$ cat src/design/i2dc_pkg.sv
// Shared constants, widths and types of the 2-D int16 correlation core.
// No dependencies; the core top, i2dc_mac and i2dc_fifo import this package.
package i2dc_pkg;

    localparam int MAX_WIDTH  = 1024;
    localparam int MAX_KERNEL = 7;
    localparam int MAX_HEIGHT = 4096;

    localparam int XW = $clog2(MAX_WIDTH);          // column counter bits
    localparam int YW = $clog2(MAX_HEIGHT);         // row counter bits
    localparam int KW = $clog2(MAX_KERNEL + 1);     // kernel size bits
    localparam int LB_LANES = (MAX_KERNEL > 1) ? MAX_KERNEL - 1 : 1;
    localparam int LB_WIDTH = 16 * LB_LANES;
    localparam int FIFO_DEPTH = 8;
    localparam int FIFO_AW = $clog2(FIFO_DEPTH);
    localparam int FIFO_CW = $clog2(FIFO_DEPTH + 1);

    localparam logic OP_LOAD  = 1'b0;
    localparam logic OP_PIXEL = 1'b1;

    typedef enum logic [1:0] {
        REG_IMAGE_WIDTH  = 2'd0,
        REG_IMAGE_HEIGHT = 2'd1,
        REG_KERNEL_ROWS  = 2'd2,
        REG_KERNEL_COLS  = 2'd3
    } reg_idx_t;

    typedef logic [15:0] word_t;
    typedef word_t [MAX_KERNEL-1:0][MAX_KERNEL-1:0] kmat_t;

    typedef struct packed {
        logic produce;
        logic last_row;
        logic last_frame;
    } tag_t;

    typedef struct packed {
        logic [31:0] sum;
        logic        last_row;
        logic        last_frame;
    } res_t;

    typedef struct packed {
        logic prod_busy;
        logic tree_busy;
    } mac_stat_t;

endpackage

$ cat src/design/i2dc_out_if.sv
// Result channel of the correlation core.
// No dependencies.
interface i2dc_out_if;
    logic               valid;
    logic               ready;
    logic signed [31:0] sum;
    logic               last_in_row;
    logic               last_in_frame;

    modport source (output valid, output sum, output last_in_row, output last_in_frame,
                    input ready);
    modport sink (input valid, input sum, input last_in_row, input last_in_frame,
                  output ready);
endinterface

$ cat src/design/i2dc_fifo.sv
// Result queue that parts the pipeline from the result channel.
// Depends on i2dc_pkg and i2dc_out_if.
module i2dc_fifo import i2dc_pkg::*; (
    input  logic               clk,
    input  logic               rst_n,
    input  logic               push,
    input  res_t               push_data,
    output logic [FIFO_CW-1:0] count,
    i2dc_out_if.source         results
);

    res_t entries [FIFO_DEPTH];
    logic [FIFO_AW-1:0] wr_ptr_reg, rd_ptr_reg;
    logic [FIFO_CW-1:0] count_reg, count_next;
    logic pop;

    assign pop = results.valid && results.ready;

    always_comb
    begin
        count_next = count_reg;
        if (push && !pop)
        begin
            count_next = count_reg + 1'b1;
        end
        else if (pop && !push)
        begin
            count_next = count_reg - 1'b1;
        end
    end

    always_ff @(posedge clk or negedge rst_n)
    begin
        if (!rst_n)
        begin
            wr_ptr_reg <= '0;
            rd_ptr_reg <= '0;
            count_reg  <= '0;
        end
        else
        begin
            count_reg <= count_next;
            if (push)
            begin
                wr_ptr_reg <= FIFO_AW'(wr_ptr_reg + 1'b1);
            end
            if (pop)
            begin
                rd_ptr_reg <= FIFO_AW'(rd_ptr_reg + 1'b1);
            end
        end
    end

    always_ff @(posedge clk)
    begin
        if (push)
        begin
            entries[wr_ptr_reg] <= push_data;
        end
    end

    assign count                 = count_reg;
    assign results.valid         = (count_reg != '0);
    assign results.sum           = $signed(entries[rd_ptr_reg].sum);
    assign results.last_in_row   = entries[rd_ptr_reg].last_row;
    assign results.last_in_frame = entries[rd_ptr_reg].last_frame;

endmodule
$ cat src/flat_wrapper.sv
// flat-port wrapper written by rule: the top's interface ports become plain ports
module i2dc_fifo_flat import i2dc_pkg::*;
  (clk, rst_n, push, push_data, count, results_valid, results_sum, results_last_in_row, results_last_in_frame, results_ready);
  i2dc_out_if results_i ();
  input  logic clk;
  input  logic rst_n;
  input  logic push;
  input  res_t push_data;
  output logic [FIFO_CW-1:0] count;
  output wire logic [$bits(results_i.valid)-1:0] results_valid;
  output wire logic [$bits(results_i.sum)-1:0] results_sum;
  output wire logic [$bits(results_i.last_in_row)-1:0] results_last_in_row;
  output wire logic [$bits(results_i.last_in_frame)-1:0] results_last_in_frame;
  input wire logic [$bits(results_i.ready)-1:0] results_ready;
  assign results_valid = results_i.valid;
  assign results_sum = results_i.sum;
  assign results_last_in_row = results_i.last_in_row;
  assign results_last_in_frame = results_i.last_in_frame;
  assign results_i.ready = results_ready;
  i2dc_fifo u_core (.clk(clk), .rst_n(rst_n), .push(push), .push_data(push_data), .count(count), .results(results_i));
endmodule
$ cat config.mk
export PLATFORM = sky130hd
export DESIGN_NAME = i2dc_fifo_flat
export DESIGN_NICKNAME = d
export VERILOG_FILES = /design/src/design/i2dc_pkg.sv /design/src/design/i2dc_out_if.sv /design/src/design/i2dc_fifo.sv /design/src/flat_wrapper.sv
export SDC_FILE = /design/constraint.sdc
export NUM_CORES = 1
export LEC_CHECK = 0
export ABC_CLOCK_PERIOD_IN_PS = 10400
export BUFFER_PORTS_ARGS = -buffer_cell sky130_fd_sc_hd__buf_2
export CORE_UTILIZATION = 45
export CTS_BUF_LIST = sky130_fd_sc_hd__clkbuf_8
export CTS_CLUSTER_SIZE = 24
export DETAILED_ROUTE_END_ITERATION = 10
export SYNTH_ARGS = -nofsm -noshare
export SYNTH_HDL_FRONTEND = slang
export SYNTH_SLANG_ARGS = --single-unit
export TNS_END_PERCENT = 1
$ cat constraint.sdc
create_clock -name clk -period 10.4 [get_ports clk]
set_input_delay 1.04 -clock clk [delete_from_list [all_inputs] [get_ports clk]]
set_output_delay 1.04 -clock clk [all_outputs]
set_load 0.03 [all_outputs]
# After elaboration in Yosys (flattened, before gate mapping)
# Memory sizes are Yosys's and may differ from the RTL's.
# Index checks and enable logic that the tools add are counted.
word_totals:
  out_inout_bits: 39
  regBits: 10
  wordCells: 19
  memories: 1
  ram_bits: 272
  in_bits: 38
classes:
  n_addsub: 4
  mux: 4
  n_reduce_logical: 7
memory_table:
  columns: ["memory", "words", "width", "read_ports", "rd_ports_with_merged_regs", "write_ports", "line", "rtl"]
  rows:
  - ["u_core.entries", 8, 34, 1, 0, 1, "i2dc_fifo.sv:12", "res_t entries [FIFO_DEPTH];"]
op_table:
  columns: ["operator", "n"]
  rows:
  - ["$mux W4", 2]
  - ["$add A3 B1 Y3 const B", 2]
  - ["$add A4 B1 Y4 const B", 1]
  - ["$reduce_bool A4 Y1", 1]
  - ["$sub A4 B1 Y4 const B", 1]
  - ["$logic_and A1 B1 Y1", 3]
  - ["$logic_not A1 Y1", 2]
  - ["$mux W1", 2]
  - ["$reduce_bool A2 Y1", 1]

# Depth between registers and ports, before layout
# Gate-level depths: netlist of the first run.
depth:
  depth_word: 5
  mapped_depth: 8
  ltp_nobuf: 8

# Worst setup path before layout of the first run
# OpenSTA, ideal clock, no wires.
synth_timing:
  path_kind: "input-to-reg"
  startpoint: "input port push"
  endpoint: "memory u_core.entries[0][0] (netlist bit) (enable)"
  t_arrival_ns: 3.474
  stages: 2
  setup_ns: 0.467
  required_time_ns: 9.933
  path_slack_ns: 6.458
  cell_sequence: "nand2b_1 -> nor3_1"
synth_via:
  elab_chain_len: 2
synth_rtl:
  columns: ["element", "line", "rtl"]
  rows:
  - ["start: declaration", "flat_wrapper.sv:7", "input logic push;"]
  - ["$mux W1", "i2dc_fifo.sv:56", "if (push)"]
  - ["$mux W1 (not written as such)", "i2dc_fifo.sv:58", "entries[wr_ptr_reg] <= push_data;"]
  - ["end: declaration", "i2dc_fifo.sv:12", null]
# No other way between the ends.

# Worst setup path in the final report of the first run
layout_timing:
  startpoint: "register u_core.rd_ptr_reg[0]"
  endpoint: "output port results_last_in_row"
layout_via:
  elab_chain_len: 1
layout_rtl:
  columns: ["element", "line", "rtl"]
  rows:
  - ["start: declaration", "i2dc_fifo.sv:13", "logic [FIFO_AW-1:0] wr_ptr_reg, rd_ptr_reg;"]
  - ["start signal: assignment", "i2dc_fifo.sv:49", "rd_ptr_reg <= FIFO_AW'(rd_ptr_reg + 1'b1);"]
  - ["$mem_v2 Z8 W34", null, null]
  - ["end: declaration", "flat_wrapper.sv:12", "output wire logic [$bits(results_i.last_in_row)-1:0] results_last_in_row;"]
# No other way between the ends.

==> run_results.csv, run 1 <==
group,metric,value,unit
worst_setup_path,crit_fanout,39,
clock_tree,cts_inserted_buffers,46,
floorplanning,die_w,157,um
clock_tree,clk_latency,0.54,ns
timing,slew_viol_final,0,
global_route,grt_max_degree,71,
detailed_routing,antenna_left,0,
synth,yosysWarnings,0,
synth,syn_inst,453,
timing,hold_viol,0,
detailed_routing,detail_route.wirelength,20300,um
finish,nets,612,
synth,ys_types,28,
finish,n_antenna_cell,0,
floorplanning,fp.dieH,157,um
floorplanning,dieArea,24700,sq um
finish,num-fill-cells,1850,
floorplanning,coreArea,23500,sq um
synth,synth_fp_nets,497,
placed_design,place_hpwl,11000,um
worst_setup_path,r2r_slack,7.55,ns
floorplanning,start_util,0.461,
worst_setup_path,crit_path_start_kind,"flop",
clock_tree,cts_resized,0,
worst_setup_path,worstSetupPathType,"flop to output port",
synth,ys_seq_elements,282,
detailed_routing,drt_iter0_drc,299,
global_route,grt.total_usage,0.174,
placed_design,place_area,11600,sq um
timing,period_share,0.411,
finish,layout_common_cells,"272 x edfxtp_1, 76 x buf_2, 68 x mux4_2",
job,drv_cap,0,
clock_tree,cts_root_buf,"clkbuf_8",
global_route,grt_pass1_vias,5294,
clock_tree,clk_path_buf_depth,3,
power_and_ir_drop,powerDensity,292,nW/um^2
clock_tree,cts_setup_buffers,0,
timing,period_needed,4.28,ns
detailed_routing,vias,4917,
synth,syn_area_per_cell,23.9,sq um
timing,fin_worst_skew,0.0218,ns
finish,post-route-cell-area,12500,sq um
detailed_routing,via_per_inst,5.36,
finish,mostFrequentLayoutCell,"edfxtp_1",
floorplanning,rows,56,
finish,area_growth,15.5,%
timing,fmax,234,MHz
clock_tree,clk_pin_slew,0.05,ns
finish,largest_reg_flops,272,
run_status,outcome,"finished, final reports clean",
power_and_ir_drop,p_leak,4.19,nW
clock_tree,cts.sinks,282,
worst_hold_path,hold_class,"primary input to asynchronous set/reset pin",
timing,rsz0062_at_grt,"no",
global_route,grt_pass1_wl,31000,um
global_route,antenna_found_initial,1,
clock_tree,cts_hold_buf,0,
synth,yosysSeqAreaShare,0.776,
timing,max_slew.worst_pin.slew,1.05,ns
placed_design,placement.io_buffers,76,
detailed_routing,drc_errors,0,
power_and_ir_drop,vdd_drop_max,0.174,mV
timing,relSlewSlack,0.303,
worst_setup_path,reg2reg_depth,8,
finish,drive_gt1_frac,0.434,
timing,setup_tns,0,ns
placed_design,gp_congestion,0.725,
global_route,overflow,0,
clock_tree,htreeDepth,2,
floorplanning,num_io_pins,77,
clock_tree,cts_tree,"done",
worst_setup_path,r2r-start,"u_core.count[0]",
worst_setup_path,cp-end-kind,"output port",
worst_setup_path,cp.arrival,3.24,ns
worst_setup_path,rr_endpoint,"u_core.count[3]",
synth,syn-cell-area,10800,sq um
timing,finalSetupViolations,0,
detailed_routing,wl_per_cell,22.1,um
detailed_routing,firstDrtPassIters,4,
worst_setup_path,crit_required,9.36,ns
==> cell type report <==
| cell class | instances | area (sq um) | area share |
|---|---|---|---|
| Sequential cell | 282 | 8430 | 0.673 |
| Multi-Input combinational cell | 149 | 2350 | 0.188 |
| Clock buffer | 52 | 716 | 0.0572 |
| Timing Repair Buffer | 88 | 470 | 0.0376 |
| Tap cell | 319 | 399 | 0.0319 |
| Clock inverter | 27 | 156 | 0.0125 |
| Inverter | 1 | 3.75 | 0.000300 |
==> layer usage <==
metal / GRT usage / share of wire / vias to the layer above / wire length (um)
li1: - / - / 2152 / -
met1: 0.229 / 0.43 / 2604 / 8770
met2: 0.292 / 0.50 / 132 / 10200
met3: 0.0361 / 0.048 / 27 / 979
met4: 0.0555 / 0.015 / 2 / 313
met5: 0 / 0.00064 / - / 13
==> cell usage after synthesis <==
| master | number | area share |
|---|---|---|
| inv_1 | 1 | 0.00035 |
| mux2_4 | 10 | 0.014 |
| mux2i_1 | 1 | 0.00092 |
| nor3_1 | 3 | 0.0014 |
| or3_1 | 1 | 0.00058 |
| xnor2_1 | 5 | 0.0040 |
| a2111o_1 | 1 | 0.0010 |
| clkbuf_1 | 9 | 0.0031 |
| fa_1 | 1 | 0.0018 |
| nand3_1 | 3 | 0.0014 |
| ha_1 | 5 | 0.0058 |
| o21ai_0 | 1 | 0.00046 |
| buf_6 | 1 | 0.0010 |
| mux2_2 | 27 | 0.028 |
| mux4_2 | 68 | 0.14 |
| a21oi_1 | 2 | 0.00092 |
| nand2b_1 | 3 | 0.0017 |
| or4_1 | 2 | 0.0014 |
| buf_12 | 2 | 0.0037 |
| buf_1 | 1 | 0.00035 |
| xor2_1 | 1 | 0.00081 |
| nor2_1 | 6 | 0.0021 |
| buf_2 | 8 | 0.0037 |
| edfxtp_1 | 272 | 0.75 |
| o211ai_1 | 2 | 0.0014 |
| nand3b_1 | 1 | 0.00069 |
| nand2_1 | 6 | 0.0021 |
| dfrtp_1 | 10 | 0.023 |
==> worst max path at each step <==
stage | start | to | cells after the start
finish | u_core.rd_ptr_reg[0] | results_last_in_row | 4
global route | u_core.rd_ptr_reg[0] | results_sum[9] | 4
CTS | u_core.rd_ptr_reg[0] | results_last_in_row | 4
detailed placement | u_core.rd_ptr_reg[0] | results_last_in_row | 4
global placement | u_core.rd_ptr_reg[0] | results_last_in_row | 4
floorplan | push | u_core.entries[0][0] | 2
==> worst max-delay path, stage by stage (launching register included) <==
cell,delay (ns)
dfrtp_4,0.85
buf_4,0.76
mux4_2,0.58
mux2_2,0.31
buf_2,0.19
==> logic make-up (layout without fill, tap and decap cells) <==
logic type | count (synthesis) | count (layout) | synth area share
fa+ha+maj | 6 | 6 | 0.00761
simple gates | 25 | 25 | 0.0113
compound gates | 6 | 6 | 0.00381
flops | 282 | 282 | 0.776
buf+inv | 22 | 168 | 0.0122
xor+xnor | 6 | 6 | 0.00485
mux | 106 | 106 | 0.184
==> report_power, final <==
group          internal, mW  switching, mW
Combinational         0.533          0.642
Sequential             1.43          0.153
Clock                 0.502          0.398
==> through the flow <==
stage | util | instances | hold WS [ns] | setup WS, ns | power, mW
floorplan | - | 453 | 0.517 | 6.46 | 2.49
global placement | 0.495 | 839 | 0.532 | 6.55 | 2.80
detailed placement | 0.495 | 839 | 0.528 | 6.55 | 2.82
CTS | 0.532 | 918 | 0.345 | 5.96 | 3.73
global route | 0.532 | 918 | 0.367 | 5.83 | 3.84
finish | 0.532 | 918 | 0.377 | 6.12 | 3.66
(Power assumes the default switching activity.)
==> run 2, diff against run 1 <==
--- a/config.mk
+++ b/config.mk
@@ -5,7 +5,7 @@
 export SDC_FILE = /design/constraint.sdc
 export NUM_CORES = 1
 export LEC_CHECK = 0
-export ABC_CLOCK_PERIOD_IN_PS = 10400
+export ABC_CLOCK_PERIOD_IN_PS = 3500
 export BUFFER_PORTS_ARGS = -buffer_cell sky130_fd_sc_hd__buf_2
 export CORE_UTILIZATION = 45
 export CTS_BUF_LIST = sky130_fd_sc_hd__clkbuf_8
==> constraint.sdc (replaced) <==
create_clock -name clk -period 3.5 [get_ports clk]
set_input_delay 0.35 -clock clk [delete_from_list [all_inputs] [get_ports clk]]
set_output_delay 0.35 -clock clk [all_outputs]
set_load 0.03 [all_outputs]
==> run 2 against run 1 <==
Power increased to 2.9 times the previous value. First-iteration DRC count decreased by 6.4%. Worst hold slack worse by 0.30 ns. Critical path type unchanged. Largest cell class unchanged. Highest routed layer is now met4.
==> run_results.csv, run 2 (synthesis results as in run 1) <==
group,metric,value,unit
run_status,outcome,"finished, final reports clean",
clock_tree,cts_tree,"done",
worst_setup_path,worstSetupPathType,"flop to output port",
power_and_ir_drop,p_leak,4.19,nW
timing,slew_viol_final,0,
worst_setup_path,r2r-start,"u_core.count[0]",
global_route,grt.total_usage,0.172,
clock_tree,htreeDepth,2,
floorplanning,coreArea,23500,sq um
worst_setup_path,reg2reg_depth,8,
global_route,antenna_found_initial,0,
detailed_routing,via_per_inst,5.35,
finish,layout_common_cells,"272 x edfxtp_1, 76 x buf_2, 68 x mux4_2",
timing,setup_tns,0,ns
global_route,grt_pass1_wl,30700,um
floorplanning,fp.dieH,157,um
global_route,grt_pass1_vias,5296,
detailed_routing,drc_errors,0,
floorplanning,dieArea,24700,sq um
floorplanning,num_io_pins,77,
clock_tree,clk_pin_slew,0.06,ns
timing,hold_viol,0,
clock_tree,clk_latency,0.54,ns
worst_setup_path,cp.arrival,2.69,ns
placed_design,post-place-ws,0.645,ns
finish,multi_input_area,2350,sq um
finish,n_antenna_cell,0,
finish,nets,615,
detailed_routing,vias,4914,
timing,period_needed,3.04,ns
timing,timing.final.ws_setup,0.463,ns
detailed_routing,firstDrtPassIters,4,
worst_setup_path,crit_required,3.15,ns
timing,relSlewSlack,0.496,
worst_setup_path,crit_fanout,26,
finish,num-fill-cells,1871,
timing,period_share,0.868,
worst_hold_path,worstHoldStart,"push_data[13]",
timing,fin_worst_skew,0.0152,ns
worst_setup_path,cp-end-kind,"output port",
detailed_routing,detail_route.wirelength,20200,um
worst_hold_path,hold_path_end,"u_core.entries[0][13]",
timing,finalHoldWorstSlack,0.0730,ns
detailed_routing,wl_per_cell,22.0,um
placed_design,placement.io_buffers,76,
finish,drive_gt1_frac,0.429,
finish,largest_reg_flops,272,
detailed_routing,drt_iter0_drc,280,
timing,finalSetupViolations,0,
finish,seq_area,8430,sq um
clock_tree,cts_inserted_buffers,45,
power_and_ir_drop,total_power,10.7,mW
detailed_routing,antenna_left,0,
worst_hold_path,hold_class,"primary input to flop",
finish,post-route-cell-area,12600,sq um
floorplanning,die_w,157,um
power_and_ir_drop,vdd_drop_max,0.491,mV
worst_setup_path,r2r_slack,0.60,ns
clock_tree,cts.sinks,282,
placed_design,place_hpwl,11100,um
placed_design,place_area,11800,sq um
timing,max_slew.worst_pin.slew,0.752,ns
clock_tree,cts_root_buf,"clkbuf_8",
placed_design,gp_congestion,0.772,
worst_setup_path,rr_endpoint,"u_core.count[3]",
global_route,grt_max_degree,43,
finish,mostFrequentLayoutCell,"edfxtp_1",
clock_tree,clk_path_buf_depth,3,
floorplanning,rows,56,
global_route,overflow,0,
floorplanning,start_util,0.461,
finish,area_growth,15.7,%
timing,rsz0062_at_grt,"no",
power_and_ir_drop,powerDensity,854,nW/um^2
worst_setup_path,crit_path_start_kind,"flop",
timing,fmax,329,MHz
worst_hold_path,holdPathStages,1,
job,drv_cap,0,
[run 2: cell types whose count changed in the layout (fill, tap and decap cells not counted), sizes merged]
cell / previous run / this run
bufinv: 2 / 0
clkinvlp: 0 / 1
buf: 88 / 91
dlygate4sd3: 0 / 1
clkbuf: 52 / 47
inv: 17 / 19
[run 2: metrics by stage]
| stage | std cells | util |
|---|---|---|
| 2_1_floorplan | 453 | - |
| 3_3_place_gp | 842 | 0.501 |
| 3_5_place_dp | 842 | 0.501 |
| 4_1_cts | 918 | 0.533 |
| 5_1_grt | 918 | 0.533 |
| 6_report | 918 | 0.533 |
[run 2: worst max-delay path, cell delays in order (launching register included)]
cell and delay, ns:
dfrtp_4 0.77, buf_4 0.35, mux4_2 0.53, mux2_2 0.28
buf_2 0.18
[run 2: worst max path at each step]
stage          slack [ns]                  from                    to  depth (start not counted)
6_report             0.46  u_core.rd_ptr_reg[0]       results_sum[28]                          4
5_1_grt              0.26  u_core.rd_ptr_reg[0]        results_sum[5]                          4
4_1_cts              0.35  u_core.rd_ptr_reg[0]       results_sum[30]                          4
3_5_place_dp         0.65       u_core.count[0]       u_core.count[3]                          8
3_3_place_gp         0.79       u_core.count[0]       u_core.count[3]                          8
2_1_floorplan        0.12  u_core.wr_ptr_reg[1]  u_core.entries[0][0]                          2
[run 2: final cells by class]
type	count	area share
clock inverter	28	0.00887
clock buffer	47	0.0515
timing repair buffer	92	0.0490
tap	319	0.0318
inverter	1	0.000299
sequential	282	0.671
multi-input combinational	149	0.187
[run 2: report_power, final]
| part | total (mW) | leakage [nW] | internal, mW | switching (mW) |
|---|---|---|---|---|
| clock network | 2.40 | 0.453 | 1.23 | 1.17 |
| logic | 3.69 | 1.15 | 1.67 | 2.02 |
| registers | 4.63 | 2.59 | 4.26 | 0.375 |
| total | 10.7 | 4.19 | 7.15 | 3.57 |
[run 2: what timing repair did]
item                      CTS  global route
hold buffers                1             0
resized for setup           0             0
buffers inserted            0             0
hold endpoints to repair   10             0
[run 2: routing by layer]
metal	GRT usage	up-vias	routed length, um
met5	0	-	0
met4	0.0606	0	308
met3	0.0427	24	1330
met2	0.279	141	10000
met1	0.228	2592	8510
li1	-	2157	-
